## config.mk

```make
export PLATFORM = sky130hd
export DESIGN_NAME = ipv4_udp_header_builder_flat
export DESIGN_NICKNAME = d
export VERILOG_FILES = /design/src/sv/iuhb_pkg.sv /design/src/sv/iuhb_if.sv /design/src/sv/iuhb_rem.sv /design/src/sv/iuhb_hdr.sv /design/src/sv/ipv4_udp_header_builder.sv /design/src/flat_wrapper.sv
export SDC_FILE = /design/constraint.sdc
export NUM_CORES = 1
export LEC_CHECK = 0
export BUFFER_PORTS_ARGS = -buffer_cell sky130_fd_sc_hd__buf_2
export CAP_MARGIN = 30
export CORE_MARGIN = 2
export CORE_UTILIZATION = 30
export CTS_CLUSTER_SIZE = 25
export DETAILED_ROUTE_END_ITERATION = 6
export GPL_ROUTABILITY_DRIVEN = 0
export PLACE_DENSITY = 0.52
export SYNTH_ARGS = -nofsm -noshare
export SYNTH_HDL_FRONTEND = slang
export SYNTH_HIERARCHICAL = 1
export SYNTH_SLANG_ARGS = --single-unit
```

## constraint.sdc

```tcl
create_clock -name clk -period 11.2 [get_ports clk]
set_input_delay 0 -clock clk [delete_from_list [all_inputs] [get_ports clk]]
set_output_delay 0 -clock clk [all_outputs]
set_load 0.05 [all_outputs]
```

## src/sv/iuhb_pkg.sv

```systemverilog
// Shared types and constants for the IPv4/UDP header builder.
// No dependencies; every other file of the block refers to this package.
package iuhb_pkg;

  localparam int unsigned FIELD_W    = 16;
  localparam int unsigned ADDR_W     = 32;
  localparam int unsigned CFG_IDX_W  = 3;
  localparam int unsigned CFG_DATA_W = 32;
  // Dividend of the offset remainder is offset + 1, one bit wider than a field
  localparam int unsigned DVD_W      = FIELD_W + 1;
  localparam int unsigned DIV_CNT_W  = $clog2(DVD_W);
  // Raw checksum sum: constant words, four address halves, length and id
  localparam int unsigned CSUM_W     = FIELD_W + 3;

  localparam logic [FIELD_W-1:0] HDR_WORD0   = 16'h4500;  // version 4, IHL 5, TOS 0
  localparam logic [FIELD_W-1:0] HDR_WORD4   = 16'h0811;  // TTL 8, protocol UDP
  localparam logic [FIELD_W-1:0] UDP_HDR_LEN = 16'd8;
  localparam logic [FIELD_W-1:0] IP_HDR_LEN  = 16'd20;
  localparam logic [FIELD_W-1:0] SPAN_RESET  = 16'd4096;

  typedef enum logic [CFG_IDX_W-1:0] {
    CFG_SRC_ADDR  = 3'd0,
    CFG_DST_ADDR  = 3'd1,
    CFG_DST_PORT  = 3'd2,
    CFG_BASE_PORT = 3'd3,
    CFG_PORT_SPAN = 3'd4
  } cfg_idx_t;

  // Item between the length/counter stage and the checksum stage
  typedef struct packed {
    logic [FIELD_W-1:0] total_length;
    logic [FIELD_W-1:0] udp_length;
    logic [FIELD_W-1:0] identification;
    logic [FIELD_W-1:0] sport_ofs;
  } stage_t;

  typedef struct packed {
    logic               start;
    logic [DVD_W-1:0]   dividend;
    logic [FIELD_W-1:0] divisor;
  } rem_req_t;

  typedef struct packed {
    logic               busy;
    logic               done;
    logic [FIELD_W-1:0] rem;
  } rem_rsp_t;

endpackage

```

## src/sv/iuhb_if.sv

```systemverilog
// Valid/ready channel interfaces of the header builder.
// Depends on iuhb_pkg for the field width.
interface iuhb_in_if;
  logic                         valid;
  logic                         ready;
  logic [iuhb_pkg::FIELD_W-1:0] payload_length;

  modport source (output valid, output payload_length, input ready);
  modport sink   (input valid, input payload_length, output ready);
endinterface

interface iuhb_out_if;
  logic                         valid;
  logic                         ready;
  logic [iuhb_pkg::FIELD_W-1:0] total_length;
  logic [iuhb_pkg::FIELD_W-1:0] identification;
  logic [iuhb_pkg::FIELD_W-1:0] header_checksum;
  logic [iuhb_pkg::FIELD_W-1:0] source_port;
  logic [iuhb_pkg::FIELD_W-1:0] dest_port_out;
  logic [iuhb_pkg::FIELD_W-1:0] udp_length;

  modport source (output valid, output total_length, output identification,
                  output header_checksum, output source_port, output dest_port_out,
                  output udp_length, input ready);
  modport sink   (input valid, input total_length, input identification,
                  input header_checksum, input source_port, input dest_port_out,
                  input udp_length, output ready);
endinterface

```

## src/sv/iuhb_rem.sv

```systemverilog
// Restoring remainder unit, one dividend bit per cycle.
// Used to renormalize the source port offset after the span changes. Uses iuhb_pkg.
module iuhb_rem (
  input  logic               clk,
  input  logic               rst_n,
  input  iuhb_pkg::rem_req_t req,
  output iuhb_pkg::rem_rsp_t rsp
);

  logic                             busy_r, busy_nxt;
  logic [iuhb_pkg::DIV_CNT_W-1:0]   cnt_r, cnt_nxt;
  logic [iuhb_pkg::DVD_W-1:0]       dvd_r, dvd_nxt;
  logic [iuhb_pkg::FIELD_W-1:0]     div_r, div_nxt;
  logic [iuhb_pkg::FIELD_W-1:0]     rem_r, rem_nxt;
  logic [iuhb_pkg::FIELD_W:0]       trial;
  logic [iuhb_pkg::FIELD_W-1:0]     step_rem;

  always_comb begin
    trial    = {rem_r, dvd_r[iuhb_pkg::DVD_W-1]};
    step_rem = (trial >= {1'b0, div_r}) ?
               iuhb_pkg::FIELD_W'(trial - {1'b0, div_r}) :
               trial[iuhb_pkg::FIELD_W-1:0];

    busy_nxt = busy_r;
    cnt_nxt  = cnt_r;
    dvd_nxt  = dvd_r;
    div_nxt  = div_r;
    rem_nxt  = rem_r;
    if (req.start) begin
      // a zero divisor needs no remainder: drop any run in progress
      busy_nxt = (req.divisor != '0);
      cnt_nxt  = iuhb_pkg::DIV_CNT_W'(iuhb_pkg::DVD_W - 1);
      dvd_nxt  = req.dividend;
      div_nxt  = req.divisor;
      rem_nxt  = '0;
    end else if (busy_r) begin
      dvd_nxt  = {dvd_r[iuhb_pkg::DVD_W-2:0], 1'b0};
      rem_nxt  = step_rem;
      cnt_nxt  = cnt_r - 1'b1;
      busy_nxt = (cnt_r != '0);
    end
  end

  always_ff @(posedge clk) begin
    if (!rst_n) begin
      busy_r <= 1'b0;
      cnt_r  <= '0;
    end else begin
      busy_r <= busy_nxt;
      cnt_r  <= cnt_nxt;
    end
    dvd_r <= dvd_nxt;
    div_r <= div_nxt;
    rem_r <= rem_nxt;
  end

  assign rsp.busy = busy_r;
  assign rsp.done = busy_r && (cnt_r == '0) && !req.start;
  assign rsp.rem  = step_rem;

endmodule

```

## src/sv/iuhb_hdr.sv

```systemverilog
// Checksum and source port stage with the result register.
// Takes a stage_t item from the front stage; uses iuhb_pkg and iuhb_out_if.
module iuhb_hdr (
  input  logic                           clk,
  input  logic                           rst_n,
  input  logic                           s1_valid,
  output logic                           s1_ready,
  input  iuhb_pkg::stage_t               s1_item,
  input  logic [iuhb_pkg::CSUM_W-1:0]    addr_sum,
  input  logic [iuhb_pkg::FIELD_W-1:0]   sport_base,
  input  logic [iuhb_pkg::FIELD_W-1:0]   dst_port,
  iuhb_out_if.source                     out_if
);

  logic                             valid_r, valid_nxt;
  logic [iuhb_pkg::FIELD_W-1:0]     tot_r, id_r, csum_r, sport_r, dport_r, ulen_r;
  logic [iuhb_pkg::CSUM_W-1:0]      raw_sum;
  logic [iuhb_pkg::FIELD_W:0]       fold1, fold2;
  logic [iuhb_pkg::FIELD_W-1:0]     csum;
  logic [iuhb_pkg::FIELD_W-1:0]     sport;

  always_comb begin
    raw_sum = addr_sum
            + iuhb_pkg::CSUM_W'(s1_item.total_length)
            + iuhb_pkg::CSUM_W'(s1_item.identification);
    // fold the carries back in twice, then invert
    fold1 = (iuhb_pkg::FIELD_W+1)'(raw_sum[iuhb_pkg::CSUM_W-1:iuhb_pkg::FIELD_W])
          + {1'b0, raw_sum[iuhb_pkg::FIELD_W-1:0]};
    fold2 = (iuhb_pkg::FIELD_W+1)'(fold1[iuhb_pkg::FIELD_W])
          + {1'b0, fold1[iuhb_pkg::FIELD_W-1:0]};
    csum  = ~fold2[iuhb_pkg::FIELD_W-1:0];
    sport = sport_base + s1_item.sport_ofs;
  end

  assign s1_ready  = !valid_r || out_if.ready;
  assign valid_nxt = s1_valid || (valid_r && !out_if.ready);

  always_ff @(posedge clk) begin
    if (!rst_n) begin
      valid_r <= 1'b0;
    end else begin
      valid_r <= valid_nxt;
    end
    if (s1_valid && s1_ready) begin
      tot_r   <= s1_item.total_length;
      id_r    <= s1_item.identification;
      csum_r  <= csum;
      sport_r <= sport;
      dport_r <= dst_port;
      ulen_r  <= s1_item.udp_length;
    end
  end

  assign out_if.valid           = valid_r;
  assign out_if.total_length    = tot_r;
  assign out_if.identification  = id_r;
  assign out_if.header_checksum = csum_r;
  assign out_if.source_port     = sport_r;
  assign out_if.dest_port_out   = dport_r;
  assign out_if.udp_length      = ulen_r;

endmodule

```

## src/sv/ipv4_udp_header_builder.sv

```systemverilog
// Top level of the IPv4/UDP header builder: config registers, counters, front stage.
// Depends on iuhb_pkg, iuhb_if, iuhb_rem and iuhb_hdr.
//
//   port      dir  flow        payload
//   in_if     in   valid/ready payload_length
//   out_if    out  valid/ready total_length, identification, header_checksum,
//                              source_port, dest_port_out, udp_length
//   cfg_*     in   write only  cfg_index selects register, cfg_wdata
//
// Two register stages: lengths and counters at accept, checksum and port sum
// into the result register. One item per cycle while the output takes items and the remainder unit is idle.
// A write to the port span with a nonzero value runs the remainder unit;
// no item is accepted while it is busy.
// Reset is synchronous; span resets to 4096, other config, counters and valids to zero.
// A full, stalled result register holds its item and the input; an item
// already in the front stage waits behind it.
module ipv4_udp_header_builder (
  input  logic                               clk,
  input  logic                               rst_n,
  iuhb_in_if.sink                            in_if,
  iuhb_out_if.source                         out_if,
  input  logic                               cfg_we,
  input  logic [iuhb_pkg::CFG_IDX_W-1:0]     cfg_index,
  input  logic [iuhb_pkg::CFG_DATA_W-1:0]    cfg_wdata
);

  logic [iuhb_pkg::ADDR_W-1:0]   src_addr_r, dst_addr_r;
  logic [iuhb_pkg::FIELD_W-1:0]  dst_port_r, sport_base_r, span_r;
  logic [iuhb_pkg::CSUM_W-1:0]   addr_sum_r, addr_sum_nxt;
  logic [iuhb_pkg::FIELD_W-1:0]  id_r, id_nxt;
  logic [iuhb_pkg::FIELD_W-1:0]  offset_r, offset_nxt;
  logic                          s1_valid_r, s1_valid_nxt;
  iuhb_pkg::stage_t              s1_item_r, s1_item_nxt;
  logic                          s1_ready;
  logic                          in_acc;
  logic [iuhb_pkg::FIELD_W-1:0]  offset_inc;
  logic [iuhb_pkg::FIELD_W-1:0]  offset_step;
  logic [iuhb_pkg::FIELD_W-1:0]  udp_len;
  iuhb_pkg::rem_req_t            rem_req;
  iuhb_pkg::rem_rsp_t            rem_rsp;

  // Configuration registers
  always_ff @(posedge clk) begin
    if (!rst_n) begin
      src_addr_r   <= '0;
      dst_addr_r   <= '0;
      dst_port_r   <= '0;
      sport_base_r <= '0;
      span_r       <= iuhb_pkg::SPAN_RESET;
    end else if (cfg_we) begin
      unique case (iuhb_pkg::cfg_idx_t'(cfg_index))
        iuhb_pkg::CFG_SRC_ADDR:  src_addr_r   <= cfg_wdata;
        iuhb_pkg::CFG_DST_ADDR:  dst_addr_r   <= cfg_wdata;
        iuhb_pkg::CFG_DST_PORT:  dst_port_r   <= cfg_wdata[iuhb_pkg::FIELD_W-1:0];
        iuhb_pkg::CFG_BASE_PORT: sport_base_r <= cfg_wdata[iuhb_pkg::FIELD_W-1:0];
        iuhb_pkg::CFG_PORT_SPAN: span_r       <= cfg_wdata[iuhb_pkg::FIELD_W-1:0];
        default: ;
      endcase
    end
  end

  // Constant part of the header checksum, refreshed every cycle
  assign addr_sum_nxt = iuhb_pkg::CSUM_W'(iuhb_pkg::HDR_WORD0)
                      + iuhb_pkg::CSUM_W'(iuhb_pkg::HDR_WORD4)
                      + iuhb_pkg::CSUM_W'(src_addr_r[iuhb_pkg::ADDR_W-1:iuhb_pkg::FIELD_W])
                      + iuhb_pkg::CSUM_W'(src_addr_r[iuhb_pkg::FIELD_W-1:0])
                      + iuhb_pkg::CSUM_W'(dst_addr_r[iuhb_pkg::ADDR_W-1:iuhb_pkg::FIELD_W])
                      + iuhb_pkg::CSUM_W'(dst_addr_r[iuhb_pkg::FIELD_W-1:0]);

  always_ff @(posedge clk) begin
    addr_sum_r <= addr_sum_nxt;
  end

  // Remainder unit renormalizes the offset when the span changes
  always_comb begin
    rem_req.start    = cfg_we &&
                       (iuhb_pkg::cfg_idx_t'(cfg_index) == iuhb_pkg::CFG_PORT_SPAN);
    rem_req.dividend = {1'b0, offset_r} + iuhb_pkg::DVD_W'(1);
    rem_req.divisor  = cfg_wdata[iuhb_pkg::FIELD_W-1:0];
  end

  iuhb_rem u_rem (
    .clk   (clk),
    .rst_n (rst_n),
    .req   (rem_req),
    .rsp   (rem_rsp)
  );

  assign in_if.ready = s1_ready && !rem_rsp.busy;
  assign in_acc      = in_if.valid && in_if.ready;

  always_comb begin
    offset_inc  = offset_r + 1'b1;
    // offset stays below a nonzero span, so the wrap is a single compare
    offset_step = ((span_r != '0) && (offset_inc == span_r)) ? '0 : offset_inc;
    udp_len     = in_if.payload_length + iuhb_pkg::UDP_HDR_LEN;

    id_nxt     = id_r;
    offset_nxt = offset_r;
    if (in_acc) begin
      id_nxt     = id_r + 1'b1;
      offset_nxt = offset_step;
    end else if (rem_rsp.done) begin
      // park one below the remainder so the next step lands on it
      offset_nxt = (rem_rsp.rem == '0) ? span_r - 1'b1 : rem_rsp.rem - 1'b1;
    end

    s1_item_nxt.udp_length     = udp_len;
    s1_item_nxt.total_length   = udp_len + iuhb_pkg::IP_HDR_LEN;
    s1_item_nxt.identification = id_r;
    s1_item_nxt.sport_ofs      = offset_step;

    s1_valid_nxt = in_acc || (s1_valid_r && !s1_ready);
  end

  always_ff @(posedge clk) begin
    if (!rst_n) begin
      id_r       <= '0;
      offset_r   <= '0;
      s1_valid_r <= 1'b0;
    end else begin
      id_r       <= id_nxt;
      offset_r   <= offset_nxt;
      s1_valid_r <= s1_valid_nxt;
    end
    if (in_acc) begin
      s1_item_r <= s1_item_nxt;
    end
  end

  iuhb_hdr u_hdr (
    .clk        (clk),
    .rst_n      (rst_n),
    .s1_valid   (s1_valid_r),
    .s1_ready   (s1_ready),
    .s1_item    (s1_item_r),
    .addr_sum   (addr_sum_r),
    .sport_base (sport_base_r),
    .dst_port   (dst_port_r),
    .out_if     (out_if)
  );

  // Offset must be back in range once the remainder unit is quiet
  a_offset_in_span: assert property (@(posedge clk) disable iff (!rst_n)
    (!rem_rsp.busy && span_r != '0) |-> (offset_r < span_r))
    else $error("port offset out of span");

  a_id_advance: assert property (@(posedge clk) disable iff (!rst_n)
    in_acc |=> (id_r == $past(id_r) + 1'b1))
    else $error("id counter did not advance on accepted item");

  a_id_hold: assert property (@(posedge clk) disable iff (!rst_n)
    !in_acc |=> $stable(id_r))
    else $error("id counter moved without an item");

  a_s1_flow: assert property (@(posedge clk) disable iff (!rst_n)
    (s1_valid_r && !s1_ready) |=> (s1_valid_r && $stable(s1_item_r)))
    else $error("front stage lost a stalled item");

endmodule
```

## src/flat_wrapper.sv

```systemverilog
// flat-port wrapper written by rule: the top's interface ports become plain ports
module ipv4_udp_header_builder_flat 
  (clk, rst_n, cfg_we, cfg_index, cfg_wdata, in_if_valid, in_if_payload_length, in_if_ready, out_if_valid, out_if_total_length, out_if_identification, out_if_header_checksum, out_if_source_port, out_if_dest_port_out, out_if_udp_length, out_if_ready);
  iuhb_in_if in_if_i ();
  iuhb_out_if out_if_i ();
  input  logic clk;
  input  logic rst_n;
  input  logic cfg_we;
  input  logic [iuhb_pkg::CFG_IDX_W-1:0] cfg_index;
  input  logic [iuhb_pkg::CFG_DATA_W-1:0] cfg_wdata;
  input wire logic [$bits(in_if_i.valid)-1:0] in_if_valid;
  input wire logic [$bits(in_if_i.payload_length)-1:0] in_if_payload_length;
  output wire logic [$bits(in_if_i.ready)-1:0] in_if_ready;
  output wire logic [$bits(out_if_i.valid)-1:0] out_if_valid;
  output wire logic [$bits(out_if_i.total_length)-1:0] out_if_total_length;
  output wire logic [$bits(out_if_i.identification)-1:0] out_if_identification;
  output wire logic [$bits(out_if_i.header_checksum)-1:0] out_if_header_checksum;
  output wire logic [$bits(out_if_i.source_port)-1:0] out_if_source_port;
  output wire logic [$bits(out_if_i.dest_port_out)-1:0] out_if_dest_port_out;
  output wire logic [$bits(out_if_i.udp_length)-1:0] out_if_udp_length;
  input wire logic [$bits(out_if_i.ready)-1:0] out_if_ready;
  assign in_if_i.valid = in_if_valid;
  assign in_if_i.payload_length = in_if_payload_length;
  assign in_if_ready = in_if_i.ready;
  assign out_if_valid = out_if_i.valid;
  assign out_if_total_length = out_if_i.total_length;
  assign out_if_identification = out_if_i.identification;
  assign out_if_header_checksum = out_if_i.header_checksum;
  assign out_if_source_port = out_if_i.source_port;
  assign out_if_dest_port_out = out_if_i.dest_port_out;
  assign out_if_udp_length = out_if_i.udp_length;
  assign out_if_i.ready = out_if_ready;
  ipv4_udp_header_builder u_core (.clk(clk), .rst_n(rst_n), .in_if(in_if_i), .out_if(out_if_i), .cfg_we(cfg_we), .cfg_index(cfg_index), .cfg_wdata(cfg_wdata));
endmodule
```

==> flow_metrics.tcl <==
set metrics [dict create \
    dp_hpwl_mm 40.4 \
    fin_ws_ns 4.62 \
    slowest_delay_ns 0.49 \
    power_frac_seq 0.375 \
    instances_no_fill 3124 \
    via_per_inst 4.83 \
    synth_cells 2014 \
    area_growth_syn_to_layout_pct 18.7 \
    slew_viol_final 0 \
    drive_gt1_frac 0.140 \
    syn_area_um2 20400 \
    num_vias 15100 \
    core_area_um2 67300 \
    die_w_um 265 \
    hp-class "in2reg" \
    synth_top_family_by_area "simple AND/OR/NAND/NOR gates" \
    switchingPower_uw 1370 \
    regArea_um2 9480 \
    yosys_warnings 6 \
    slew_headroom 0.388 \
    cts_resized 0 \
    wire_per_inst_um 17.8 \
    switching_share 0.318 \
    timing.fmax_ghz 0.152 \
    final-hold-violation-count 0 \
    fin_nets 2416 \
    ctsLongestPathBuffers 3 \
    grt_pass1_wl_mm 86.2 \
    cts_root_buffer "clkbuf_16" \
    dieArea_um2 70100 \
    wirelength_mm 55.7 \
    worstPathArrival_ns 6.91 \
    grt_overflow 0 \
    use_met2 0.275 \
    min_period_ns 6.58 \
    pre_cts_ws_ns 4.67 \
    critPathMostFrequentCell "fa_1" \
    dp.cells 2980 \
    placement_rows 95 \
    layout_common_cells "nand2_1 (306), edfxtp_1 (191), dfxtp_1 (187)" \
    ioPinCount 154 \
    dr.pass1.iters 5 \
    ant_nets 0 \
    finalSetupTns_ns 0 \
    grt_pass1_vias 15200 \
    grt_max_degree 82 \
    total_power_uw 4310 \
    yosysSeqAreaShare 0.464 \
    cts_buffers 45 \
    grt_use_met3 0.0207 \
    async_flop_share 0 \
    required_ns 11.53 \
    leakagePower_uw 0.00939 \
    grt_use_total 0.157 \
    finalSetupViolations 0 \
    start_util 0.303 \
    status "finished, final reports clean" \
    synthMuxAreaShare 0.0173 \
    grt_use_met1 0.202 \
    synth-xor-area-share 0.0641 \
    synth_area_per_cell_um2 10.1 \
    finalCritPeriodShare 0.587 \
    cts_tree "yes" \
    path_clk_slew_ns 0.05 \
    fillers 6742 \
    start_kind "register" \
    die_height_um 265 \
    path_class "reg2reg" \
    crit_slowest_cell "fa_1" \
    fin_skew_ns 0.0296 \
    synthSimpleGateAreaFrac 0.159 \
    layout_commonest_cell "nand2_1" \
    ys.flop_type "edfxtp_1" \
    ys_ff_latch 378 \
    busiest_layer "met2" \
    antenna_found_initial 2 \
    cp-end-kind "register" \
    cts_sinks 378 \
    synth_compound_area_frac 0.141 \
    power_density_nw_per_um2 178 \
    numPortBuffers 153 \
    clkPwrFrac 0.359 \
    pwr-share-comb 0.266 \
    multi_input_area_um2 9990 \
    drtIter0Drc 1141 \
    synth_cell_types 99 \
    insertion_delay_ns 0.59 \
    internal_power_uw 2940 \
    synth_fa_ha_area_frac 0.108 \
    maxCapViolations 0 \
    syn-num-nets 2216 \
    critPathMaxFanout 5 \
    tightestPinTransition_ns 0.918 \
    rsz0062_at_grt "no" \
    cts_htree_levels 2 \
    drcViolationCount 0 \
    vdd_drop_max_mv 0.104 \
    synth_edf_count 191 \
]
-- timing repair --
action,in CTS,in global routing
hold buffers,59,0
setup buffers,0,0
hold endpoints to repair,168,0
-- worst max-delay path: cells and delay by family (launching register included) --
kind / cells / cell delay (ns)
AOI/OAI and AO/OA: 10 / 2.41
xor gates and xnor gates: 2 / 0.26
DFF: 1 / 0.45
buffers and inverters: 2 / 0.16
and+or+nand+nor: 8 / 1.39
adders and majority gates: 5 / 1.67
-- registers in the layout (all words and copies together), names as in the netlist, 17 cells and up --
register	flops
u_core/u_rem/dvd_r	17
u_core/src_addr_r	32
u_core/s1_item_r	62
u_core/dst_addr_r	32
u_core/addr_sum_r	19
-- stage by stage --
stage	cell area [um^2]	util	hold WS (ns)
2_1_floorplan	20400	-	0.0989
3_3_place_gp	22000	0.328	0.184
3_5_place_dp	22100	0.328	0.179
4_1_cts	24200	0.360	0.00187
5_1_grt	24200	0.360	0.0827
6_report	24200	0.360	0.0487
-- worst paths after layout --
path                                                          endpoint  slack [ns]  cells past startpoint                 start
worst min register to register       u_core/u_hdr/out_if.udp_length[9]        0.42                      0  u_core/s1_item_r[41]
worst max register to register  u_core/u_hdr/out_if.header_checksum[9]        4.62                     27  u_core/s1_item_r[49]
worst min-delay path                              u_core/dst_port_r[5]        0.05                      4          cfg_index[0]
worst max-delay path            u_core/u_hdr/out_if.header_checksum[9]        4.62                     27  u_core/s1_item_r[49]
-- power groups by stage --
stage	clock, uW	combinational [uW]	sequential [uW]
finish	1550	1150	1620
CTS	1590	1150	1620
global route	1640	1260	1630
global placement	0	1110	1650
floorplan	0	758	1730
detailed placement	0	1120	1650
-- final cells by class --
type / instances / share of cell area
clock buffer: 60 / 0.0509
clock inverter: 23 / 0.0131
inverter: 166 / 0.0257
tap: 873 / 0.0451
multi-input combinational: 1397 / 0.412
antenna: 1 / 0.000103
timing repair buffer: 226 / 0.0614
sequential: 378 / 0.391
-- Yosys cell counts (all sizes together), types with 15 or more instances --
library cell,count,area (um^2)
ha,95,1190
o21ai,50,250
nand4,22,150
dfxtp,187,3740
a21oi,78,402
and3,22,139
nor2b,16,108
buf,15,105
nor4,15,136
o21a,16,120
nor3,39,215
clkbuf,58,218
edfxtp,191,5740
a21o,15,114
nor2,119,452
fa,51,1020
a21boi,123,927
nand2,307,1150
and2,22,138
nand3,44,225
or3,16,105
xnor2,94,861
mux2,23,263
inv,164,616
xor2,46,403
-- cell families after synthesis --
logic type | Yosys count
AND/OR/NAND/NOR | 677
multiplexers | 32
adder cells (fa/ha/maj) | 146
XOR/XNOR | 142
AO/OA/AOI/OAI | 400
buffers and inverters | 239
flip-flops | 378
-- per-layer routing --
layer  wire length [um]  vias up
met3               2190       89
met2              26900      365
met5                 13        -
met4               1590        2
li1                   -     7420
met1              25000     7220
Power figures use the tool's default switching activity.
